==> config.mk <==
export PLATFORM = sky130hd
export DESIGN_NAME = dmxfr_ctrl_flat
export DESIGN_NICKNAME = d
export VERILOG_FILES = /design/src/hdl/dmxfr_pkg.sv /design/src/hdl/dmxfr_if.sv /design/src/hdl/dmxfr_ctrl.sv /design/src/flat_wrapper.sv
export SDC_FILE = /design/constraint.sdc
export NUM_CORES = 1
export LEC_CHECK = 0
export ABC_CLOCK_PERIOD_IN_PS = 2610
export BUFFER_PORTS_ARGS = -buffer_cell sky130_fd_sc_hd__buf_2
export CORE_ASPECT_RATIO = 1.75
export CORE_UTILIZATION = 49
export CTS_CLUSTER_SIZE = 25
export DETAILED_ROUTE_END_ITERATION = 16
export PLACE_DENSITY = 0.76
export SETUP_SLACK_MARGIN = 0.05
export SLEW_MARGIN = 0
export SYNTH_ARGS = -nofsm -noshare
export SYNTH_HDL_FRONTEND = slang
export SYNTH_SLANG_ARGS = --single-unit
==> constraint.sdc <==
create_clock -name clk_i -period 2.61 [get_ports clk_i]
set_input_delay 0.6525 -clock clk_i [delete_from_list [all_inputs] [get_ports clk_i]]
set_output_delay 0.6525 -clock clk_i [all_outputs]
set_load 0.05 [all_outputs]
==> src/hdl/dmxfr_pkg.sv <==
// Package for the DMX serial frame receiver: constants, state codes and the result type.
// Used by the interfaces, the memory, the controller and the top level.
// It has no dependencies of its own.
`timescale 1ns / 1ps
`default_nettype none

package dmxfr_pkg;

  // Default sizes of the two memories
  localparam int unsigned NUM_CHANNELS_DEF = 512;
  localparam int unsigned MAX_PAYLOAD_DEF  = 514;

  // Field widths
  localparam int unsigned BYTE_W  = 8;
  localparam int unsigned CH_W    = 9;
  localparam int unsigned LEN_W   = 10;
  localparam int unsigned PADDR_W = 3;
  localparam int unsigned PDATA_W = 32;

  // Frame delimiters and layout
  localparam logic [BYTE_W-1:0] START_BYTE  = 8'h7E;
  localparam logic [BYTE_W-1:0] END_BYTE    = 8'hE7;
  localparam logic [BYTE_W-1:0] LABEL_RESET = 8'd5;
  localparam logic [LEN_W-1:0]  FIRST_DATA  = 10'd2;

  // Request function codes
  localparam logic FUNC_BYTE = 1'b0;
  localparam logic FUNC_READ = 1'b1;

  // Register index, taken from paddr[2]
  localparam logic REG_LABEL = 1'b0;

  // Frame parser phase
  typedef enum logic [5:0] {
    PH_HUNT    = 6'b000001,
    PH_LABEL   = 6'b000010,
    PH_LEN_LO  = 6'b000100,
    PH_LEN_HI  = 6'b001000,
    PH_PAYLOAD = 6'b010000,
    PH_END     = 6'b100000
  } phase_e;

  // Request sequencer state
  typedef enum logic [4:0] {
    SQ_CLEAR  = 5'b00001,
    SQ_IDLE   = 5'b00010,
    SQ_READ   = 5'b00100,
    SQ_COMMIT = 5'b01000,
    SQ_DONE   = 5'b10000
  } seq_e;

  // One result
  typedef struct packed {
    logic [BYTE_W-1:0] read_value;
    logic              frame_done;
    logic              frame_dropped;
    logic [LEN_W-1:0]  channels_written;
  } result_t;

endpackage

`default_nettype wire

==> src/hdl/dmxfr_if.sv <==
// Valid/ready channel interfaces for requests into and results out of the receiver.
// Depends on dmxfr_pkg for the field widths.
`timescale 1ns / 1ps
`default_nettype none

// Request channel: a received byte or a channel read
interface dmxfr_req_if
  import dmxfr_pkg::*;
();
  logic              valid;
  logic              ready;
  logic              func;
  logic [BYTE_W-1:0] rx_byte;
  logic [CH_W-1:0]   channel;

  modport source (output valid, func, rx_byte, channel, input ready);
  modport sink   (input valid, func, rx_byte, channel, output ready);
endinterface

// Result channel: one result per request
interface dmxfr_res_if
  import dmxfr_pkg::*;
();
  logic              valid;
  logic              ready;
  logic [BYTE_W-1:0] read_value;
  logic              frame_done;
  logic              frame_dropped;
  logic [LEN_W-1:0]  channels_written;

  modport source (output valid, read_value, frame_done, frame_dropped, channels_written,
                  input ready);
  modport sink   (input valid, read_value, frame_done, frame_dropped, channels_written,
                  output ready);
endinterface

`default_nettype wire

==> src/hdl/dmxfr_ctrl.sv <==
// Frame parser and request sequencer: drives both memories and the result register.
// Depends on dmxfr_pkg and the channel interfaces in dmxfr_if.sv.
`timescale 1ns / 1ps
`default_nettype none

module dmxfr_ctrl
  import dmxfr_pkg::*;
#(
  parameter int unsigned NUM_CHANNELS = NUM_CHANNELS_DEF,
  parameter int unsigned MAX_PAYLOAD  = MAX_PAYLOAD_DEF,
  localparam int unsigned CH_AW = (NUM_CHANNELS > 1) ? $clog2(NUM_CHANNELS) : 1,
  localparam int unsigned ST_AW = $clog2(MAX_PAYLOAD)
) (
  input  wire logic              clk_i,
  input  wire logic              rst_ni,
  dmxfr_req_if.sink              req_i,
  dmxfr_res_if.source            res_o,
  input  wire logic [BYTE_W-1:0] label_i,
  // Staging buffer
  output logic                   st_we_o,
  output logic      [ST_AW-1:0]  st_waddr_o,
  output logic      [BYTE_W-1:0] st_wdata_o,
  output logic                   st_re_o,
  output logic      [ST_AW-1:0]  st_raddr_o,
  input  wire logic [BYTE_W-1:0] st_rdata_i,
  // Channel store
  output logic                   ch_we_o,
  output logic      [CH_AW-1:0]  ch_waddr_o,
  output logic      [BYTE_W-1:0] ch_wdata_o,
  output logic                   ch_re_o,
  output logic      [CH_AW-1:0]  ch_raddr_o,
  input  wire logic [BYTE_W-1:0] ch_rdata_i
);

  seq_e              seq_q, seq_d;
  phase_e            phase_q, phase_d;
  logic [LEN_W-1:0]  len_q, len_d;
  logic [LEN_W-1:0]  bc_q, bc_d;
  logic [LEN_W-1:0]  cnt_q, cnt_d;
  logic [LEN_W-1:0]  n_q, n_d;
  logic              pend_q, pend_d;
  logic [CH_AW-1:0]  pend_addr_q, pend_addr_d;
  logic              ch_ok_q, ch_ok_d;
  logic              out_valid_q, out_valid_d;
  result_t           res_q, res_d;
  result_t           out_q, out_d;

  logic              acc;
  logic              out_free;
  result_t           byte_res;
  logic [15:0]       len16;
  logic [LEN_W-1:0]  bc_inc;
  logic [LEN_W-1:0]  body_len;
  logic [LEN_W-1:0]  commit_n;

  assign req_i.ready = (seq_q == SQ_IDLE);
  assign acc         = req_i.valid && req_i.ready;
  assign out_free    = !out_valid_q || res_o.ready;

  // Result register toward the sink
  assign res_o.valid            = out_valid_q;
  assign res_o.read_value       = out_q.read_value;
  assign res_o.frame_done       = out_q.frame_done;
  assign res_o.frame_dropped    = out_q.frame_dropped;
  assign res_o.channels_written = out_q.channels_written;

  // Length arithmetic for the parser and the commit
  assign len16    = {req_i.rx_byte, len_q[BYTE_W-1:0]};
  assign bc_inc   = bc_q + 1'b1;
  assign body_len = (len_q > FIRST_DATA) ? (len_q - FIRST_DATA) : '0;
  assign commit_n = (body_len > LEN_W'(NUM_CHANNELS)) ? LEN_W'(NUM_CHANNELS) : body_len;

  // Frame parser: advances on every accepted received byte
  always_comb begin
    phase_d    = phase_q;
    len_d      = len_q;
    bc_d       = bc_q;
    byte_res   = '0;
    st_we_o    = 1'b0;
    st_waddr_o = bc_q[ST_AW-1:0];
    st_wdata_o = req_i.rx_byte;
    if (acc && (req_i.func == FUNC_BYTE)) begin
      unique case (phase_q)
        PH_HUNT: begin
          if (req_i.rx_byte == START_BYTE) begin
            phase_d = PH_LABEL;
          end
        end
        PH_LABEL: begin
          // A repeated start byte keeps waiting for the label
          if (req_i.rx_byte == label_i) begin
            phase_d = PH_LEN_LO;
          end else if (req_i.rx_byte != START_BYTE) begin
            phase_d = PH_HUNT;
          end
        end
        PH_LEN_LO: begin
          len_d   = {{(LEN_W-BYTE_W){1'b0}}, req_i.rx_byte};
          phase_d = PH_LEN_HI;
        end
        PH_LEN_HI: begin
          if (len16 > 16'(MAX_PAYLOAD)) begin
            byte_res.frame_dropped = 1'b1;
            len_d   = '0;
            phase_d = PH_HUNT;
          end else begin
            len_d   = len16[LEN_W-1:0];
            bc_d    = '0;
            phase_d = (len16 == 16'd0) ? PH_END : PH_PAYLOAD;
          end
        end
        PH_PAYLOAD: begin
          st_we_o = (bc_q < LEN_W'(MAX_PAYLOAD));
          bc_d    = bc_inc;
          if (bc_inc >= len_q) begin
            phase_d = PH_END;
          end
        end
        PH_END: begin
          if (req_i.rx_byte == END_BYTE) begin
            byte_res.frame_done       = 1'b1;
            byte_res.channels_written = commit_n;
          end else begin
            byte_res.frame_dropped = 1'b1;
          end
          phase_d = PH_HUNT;
        end
        default: begin
          phase_d = PH_HUNT;
        end
      endcase
    end
  end

  // Request sequencer: store clear, channel reads, frame commit and result hand-off
  always_comb begin
    seq_d       = seq_q;
    cnt_d       = cnt_q;
    n_d         = n_q;
    pend_d      = 1'b0;
    pend_addr_d = pend_addr_q;
    ch_ok_d     = ch_ok_q;
    res_d       = res_q;
    out_valid_d = out_valid_q && !res_o.ready;
    out_d       = out_q;
    ch_we_o     = 1'b0;
    ch_waddr_o  = pend_addr_q;
    ch_wdata_o  = st_rdata_i;
    ch_re_o     = 1'b0;
    ch_raddr_o  = req_i.channel[CH_AW-1:0];
    st_re_o     = 1'b0;
    st_raddr_o  = ST_AW'(cnt_q + FIRST_DATA);
    unique case (seq_q)
      SQ_CLEAR: begin
        // Zero one store entry per cycle after reset
        ch_we_o    = 1'b1;
        ch_waddr_o = cnt_q[CH_AW-1:0];
        ch_wdata_o = '0;
        cnt_d      = cnt_q + 1'b1;
        if (cnt_q == LEN_W'(NUM_CHANNELS - 1)) begin
          cnt_d = '0;
          seq_d = SQ_IDLE;
        end
      end
      SQ_IDLE: begin
        if (acc) begin
          if (req_i.func == FUNC_READ) begin
            ch_re_o = 1'b1;
            ch_ok_d = ({1'b0, req_i.channel} < LEN_W'(NUM_CHANNELS));
            seq_d   = SQ_READ;
          end else begin
            res_d = byte_res;
            if (byte_res.channels_written != '0) begin
              cnt_d = '0;
              n_d   = commit_n;
              seq_d = SQ_COMMIT;
            end else begin
              seq_d = SQ_DONE;
            end
          end
        end
      end
      SQ_READ: begin
        res_d            = '0;
        res_d.read_value = ch_ok_q ? ch_rdata_i : '0;
        seq_d            = SQ_DONE;
      end
      SQ_COMMIT: begin
        // Read staged byte k+2, write it to channel k in the next cycle
        ch_we_o = pend_q;
        if (cnt_q != n_q) begin
          st_re_o     = 1'b1;
          pend_d      = 1'b1;
          pend_addr_d = cnt_q[CH_AW-1:0];
          cnt_d       = cnt_q + 1'b1;
        end else begin
          seq_d = SQ_DONE;
        end
      end
      SQ_DONE: begin
        if (out_free) begin
          out_valid_d = 1'b1;
          out_d       = res_q;
          seq_d       = SQ_IDLE;
        end
      end
      default: begin
        seq_d = SQ_IDLE;
      end
    endcase
  end

  // Control registers
  always_ff @(posedge clk_i or negedge rst_ni) begin
    if (!rst_ni) begin
      seq_q       <= SQ_CLEAR;
      phase_q     <= PH_HUNT;
      len_q       <= '0;
      bc_q        <= '0;
      cnt_q       <= '0;
      n_q         <= '0;
      pend_q      <= 1'b0;
      ch_ok_q     <= 1'b0;
      out_valid_q <= 1'b0;
    end else begin
      seq_q       <= seq_d;
      phase_q     <= phase_d;
      len_q       <= len_d;
      bc_q        <= bc_d;
      cnt_q       <= cnt_d;
      n_q         <= n_d;
      pend_q      <= pend_d;
      ch_ok_q     <= ch_ok_d;
      out_valid_q <= out_valid_d;
    end
  end

  // Payload registers
  always_ff @(posedge clk_i) begin
    pend_addr_q <= pend_addr_d;
    res_q       <= res_d;
    out_q       <= out_d;
  end

endmodule

`default_nettype wire

==> src/flat_wrapper.sv <==
// flat-port wrapper written by rule: the top's interface ports become plain ports
module dmxfr_ctrl_flat import dmxfr_pkg::*;
#(
  parameter int unsigned NUM_CHANNELS = NUM_CHANNELS_DEF,
  parameter int unsigned MAX_PAYLOAD  = MAX_PAYLOAD_DEF,
  localparam int unsigned CH_AW = (NUM_CHANNELS > 1) ? $clog2(NUM_CHANNELS) : 1,
  localparam int unsigned ST_AW = $clog2(MAX_PAYLOAD)
)
  (clk_i, rst_ni, label_i, st_we_o, st_waddr_o, st_wdata_o, st_re_o, st_raddr_o, st_rdata_i, ch_we_o, ch_waddr_o, ch_wdata_o, ch_re_o, ch_raddr_o, ch_rdata_i, req_i_valid, req_i_func, req_i_rx_byte, req_i_channel, req_i_ready, res_o_valid, res_o_read_value, res_o_frame_done, res_o_frame_dropped, res_o_channels_written, res_o_ready);
  dmxfr_req_if req_i_i ();
  dmxfr_res_if res_o_i ();
  input  wire logic clk_i;
  input  wire logic rst_ni;
  input  wire logic [BYTE_W-1:0] label_i;
  output logic st_we_o;
  output logic      [ST_AW-1:0] st_waddr_o;
  output logic      [BYTE_W-1:0] st_wdata_o;
  output logic st_re_o;
  output logic      [ST_AW-1:0] st_raddr_o;
  input  wire logic [BYTE_W-1:0] st_rdata_i;
  output logic ch_we_o;
  output logic      [CH_AW-1:0] ch_waddr_o;
  output logic      [BYTE_W-1:0] ch_wdata_o;
  output logic ch_re_o;
  output logic      [CH_AW-1:0] ch_raddr_o;
  input  wire logic [BYTE_W-1:0] ch_rdata_i;
  input wire logic [$bits(req_i_i.valid)-1:0] req_i_valid;
  input wire logic [$bits(req_i_i.func)-1:0] req_i_func;
  input wire logic [$bits(req_i_i.rx_byte)-1:0] req_i_rx_byte;
  input wire logic [$bits(req_i_i.channel)-1:0] req_i_channel;
  output wire logic [$bits(req_i_i.ready)-1:0] req_i_ready;
  output wire logic [$bits(res_o_i.valid)-1:0] res_o_valid;
  output wire logic [$bits(res_o_i.read_value)-1:0] res_o_read_value;
  output wire logic [$bits(res_o_i.frame_done)-1:0] res_o_frame_done;
  output wire logic [$bits(res_o_i.frame_dropped)-1:0] res_o_frame_dropped;
  output wire logic [$bits(res_o_i.channels_written)-1:0] res_o_channels_written;
  input wire logic [$bits(res_o_i.ready)-1:0] res_o_ready;
  assign req_i_i.valid = req_i_valid;
  assign req_i_i.func = req_i_func;
  assign req_i_i.rx_byte = req_i_rx_byte;
  assign req_i_i.channel = req_i_channel;
  assign req_i_ready = req_i_i.ready;
  assign res_o_valid = res_o_i.valid;
  assign res_o_read_value = res_o_i.read_value;
  assign res_o_frame_done = res_o_i.frame_done;
  assign res_o_frame_dropped = res_o_i.frame_dropped;
  assign res_o_channels_written = res_o_i.channels_written;
  assign res_o_i.ready = res_o_ready;
  dmxfr_ctrl #(.NUM_CHANNELS(NUM_CHANNELS), .MAX_PAYLOAD(MAX_PAYLOAD)) u_core (.clk_i(clk_i), .rst_ni(rst_ni), .req_i(req_i_i), .res_o(res_o_i), .label_i(label_i), .st_we_o(st_we_o), .st_waddr_o(st_waddr_o), .st_wdata_o(st_wdata_o), .st_re_o(st_re_o), .st_raddr_o(st_raddr_o), .st_rdata_i(st_rdata_i), .ch_we_o(ch_we_o), .ch_waddr_o(ch_waddr_o), .ch_wdata_o(ch_wdata_o), .ch_re_o(ch_re_o), .ch_raddr_o(ch_raddr_o), .ch_rdata_i(ch_rdata_i));
endmodule
==> flow_summary.yaml <==
placement:
  gp_congestion: 0.923
  dp_hpwl_um: 10400
  port_buffers: 107
  dp_worst_setup_slack_ns: -0.134
global_routing:
  grt_pass1_wl_um: 21500
  grt_max_degree: 28
  grt_pass1_vias: 4546
  grtUsageTotal: 0.245
  grt_overflow: 0
  antenna_found_initial: 0
setup_path:
  r2r_start: "u_core.st_waddr_o[1]"
  regToRegEndpoint: "u_core.phase_q[3]"
  reg2reg_slack_ns: -0.11
  required_ns: 2.84
  worstSetupPathType: "flop to flop"
  reg2reg_depth: 10
  end_kind: "flop"
  worstPathArrival_ns: 2.95
  cp-start-kind: "flop"
  cp_max_fo: 4
synth:
  synthCells: 533
  synth_common_cells: "62 x nand2_1, 52 x dfrtp_1, 49 x edfxtp_1"
  yosys-top-cells-area: "edfxtp_1 26%, dfrtp_1 23%, nand2_1 4.2%, xnor2_1 3.8%, ha_1 3.4%"
  yosysMostFrequentCell: "nand2_1"
  synth.yosys.seq_area_share: 0.506
  yosysWarnings: 0
  synth.net_count: 594
  synth-main-ff-cell: "dfrtp_1"
  synth_area_leader_cell: "edfxtp_1"
  synth_area_mm2: 0.00558
  synth-edff-count: 49
  ys_ff_latch: 103
  async_reset_ff_frac: 0.524
  syn_area_per_cell_um2: 10.5
  synth_cell_type_count: 65
  synthDominantCellAreaShare: 0.264
timing:
  finalSetupTns_ns: -0.403
  slew_headroom: 0.586
  fin_crit_ns: 2.72
  tightest_slew_ns: 0.618
  fmax_mhz: 368
  min_period_over_period: 1.04
  setup_viol: 4
  finalHoldViolCount: 0
  rsz0062_at_grt: "yes"
  fin_skew_ns: 0.0101
  final.setup.worst_slack_ns: -0.106
  slew_viol_final: 0
cts:
  clkTransAtPathRegs_ns: 0.07
  cts_made_buffers: 9
  cts_sinks: 103
  clock_path_buffers: 2
  cts_tree: "built"
  h-tree-depth: 3
  worstSkewPairLatency_ns: 0.35
  cts_root_buffer: "clkbuf_16"
  holdBufCountCts: 0
power:
  p_sw_uw: 1660
  switching_share: 0.355
  seqPwrFrac: 0.438
  pwr-share-clk: 0.290
  power.density_mw_per_mm2: 671
  intPower_uw: 3010
  comb_power_share: 0.271
  vdd_drop_max_v: 0.000581
  leakage_uw: 0.00306
finish:
  area_growth_syn_to_layout_pct: 24.8
  fillers: 919
  antenna_cells: 0
  finish.net_count: 725
  drive_gt1_frac: 0.363
floorplan:
  coreArea_mm2: 0.0111
  die_w_um: 82.7
  die-area_mm2: 0.0118
  fp-row-count: 51
  initial_core_util: 0.503
  io_pins: 126
  die_y_um: 143
detailed_routing:
  dr_total_vias: 4563
  viasPerCell: 5.70
  drtIter0Drc: 241
  routed_wl_um: 13800
  drtAntennaViolNets: 0
  drc: 0
  routedWlPerCell_um: 17.2
  firstDrtPassIters: 5
outcome:
  violations: "setup timing"
  status: "complete, but fails checks"
flow_run:
  drv_cap: 0
hold_path:
  hold_path_class: "input port to async pin"
cell families (layout without fill, tap and decap cells):
family / after synthesis / in the layout / synth area share
adders and majority gates: 15 / 15 / 0.0336
and+or+nand+nor: 207 / 207 / 0.193
muxes: 15 / 15 / 0.0296
DFF: 103 / 103 / 0.506
xor gates and xnor gates: 41 / 41 / 0.0657
buffers and inverters: 62 / 198 / 0.0567
AOI/OAI and AO/OA: 90 / 90 / 0.115
cells in the final DEF (no fill, tap or decap), types with 9 or more instances in the layout:
cell type  instances
nand2_1           61
inv_1             19
nor3_1            17
nor4_1            10
a21oi_1            9
dfrtp_1           38
buf_4             53
ha_1              13
dfrtp_2           14
nor2_1            25
a31oi_1           10
xor2_1            14
o21ai_0           17
clkbuf_16          9
xnor2_1           23
buf_2            103
a22o_1            10
nand3_1           21
and2_1            18
edfxtp_1          49
state kept, by name (all words and copies together) (netlist names), 6 cells and up:
register and count:
u_core.n_q 10, u_core.phase_q 6, u_core.cnt_q 10, u_core.res_o.channels_written 10, u_core.res_q 20, u_core.st_waddr_o 10, u_core.res_o.read_value 8, u_core.len_q 10
u_core.pend_addr_q 9
worst max path at each step:
stage               cells after the start  slack, ns                  from                 to
finish                                 10      -0.11  u_core.st_waddr_o[1]  u_core.phase_q[3]
global route                           10      -0.19  u_core.st_waddr_o[1]  u_core.phase_q[1]
CTS                                    10      -0.01  u_core.st_waddr_o[1]  u_core.phase_q[3]
detailed placement                     10      -0.13  u_core.st_waddr_o[1]  u_core.phase_q[1]
global placement                        6      -0.03      req_i_rx_byte[4]  u_core.phase_q[1]
floorplan                               5      -0.18       u_core.seq_q[2]      ch_waddr_o[1]
final cells by class:
type / instances / area [um^2] / share of cell area
multi-input cells: 368 / 2590 / 0.371
clock buffers: 9 / 225 / 0.0324
clock inverters: 7 / 76.3 / 0.0110
repair buffers: 162 / 991 / 0.142
flip-flops and latches: 103 / 2840 / 0.408
inverters: 20 / 75.1 / 0.0108
well taps: 132 / 165 / 0.0237
worst max-delay path, stage by stage, from the launching register on:
cell       delay (ns)
dfrtp_2          0.41
nand4_1          0.15
nor2_2           0.17
xor2_2           0.11
ha_1             0.37
nand3_1          0.12
o21ai_2          0.14
a41oi_2          0.17
a2111oi_4        0.42
buf_4            0.23
mux2_4           0.31
per-stage QoR:
stage	hold WS (ns)	instance area (um^2)	std cells	utilization	total power, uW
detailed placement	0.405	6470	775	0.582	3260
finish	0.168	6960	801	0.627	4670
global route	0.178	6960	801	0.627	4870
CTS	0.170	6870	797	0.618	4640
global placement	0.402	6470	775	0.582	3230
floorplan	0.357	5640	533	-	2930
what timing repair did:
item	4_1_cts	5_1_grt
pin swaps	4	8
hold endpoints to repair	0	0
setup buffers	6	4
resized for setup	13	19
endpoints found under the setup margin	10	20
power by group through the flow:
stage	Combinational (uW)	Clock (uW)	Sequential, uW
2_1_floorplan	724	0	2210
3_3_place_gp	1170	0	2060
3_5_place_dp	1200	0	2070
4_1_cts	1220	1370	2040
5_1_grt	1370	1440	2070
6_report	1270	1350	2050
routing by layer:
metal | vias up | routed length, um | track usage
li1 | 2161 | - | -
met1 | 2165 | 4860 | 0.250
met2 | 185 | 7440 | 0.427
met3 | 52 | 601 | 0.0415
met4 | 0 | 903 | 0.189
met5 | - | 0 | 0
(Power assumes the default switching activity.)
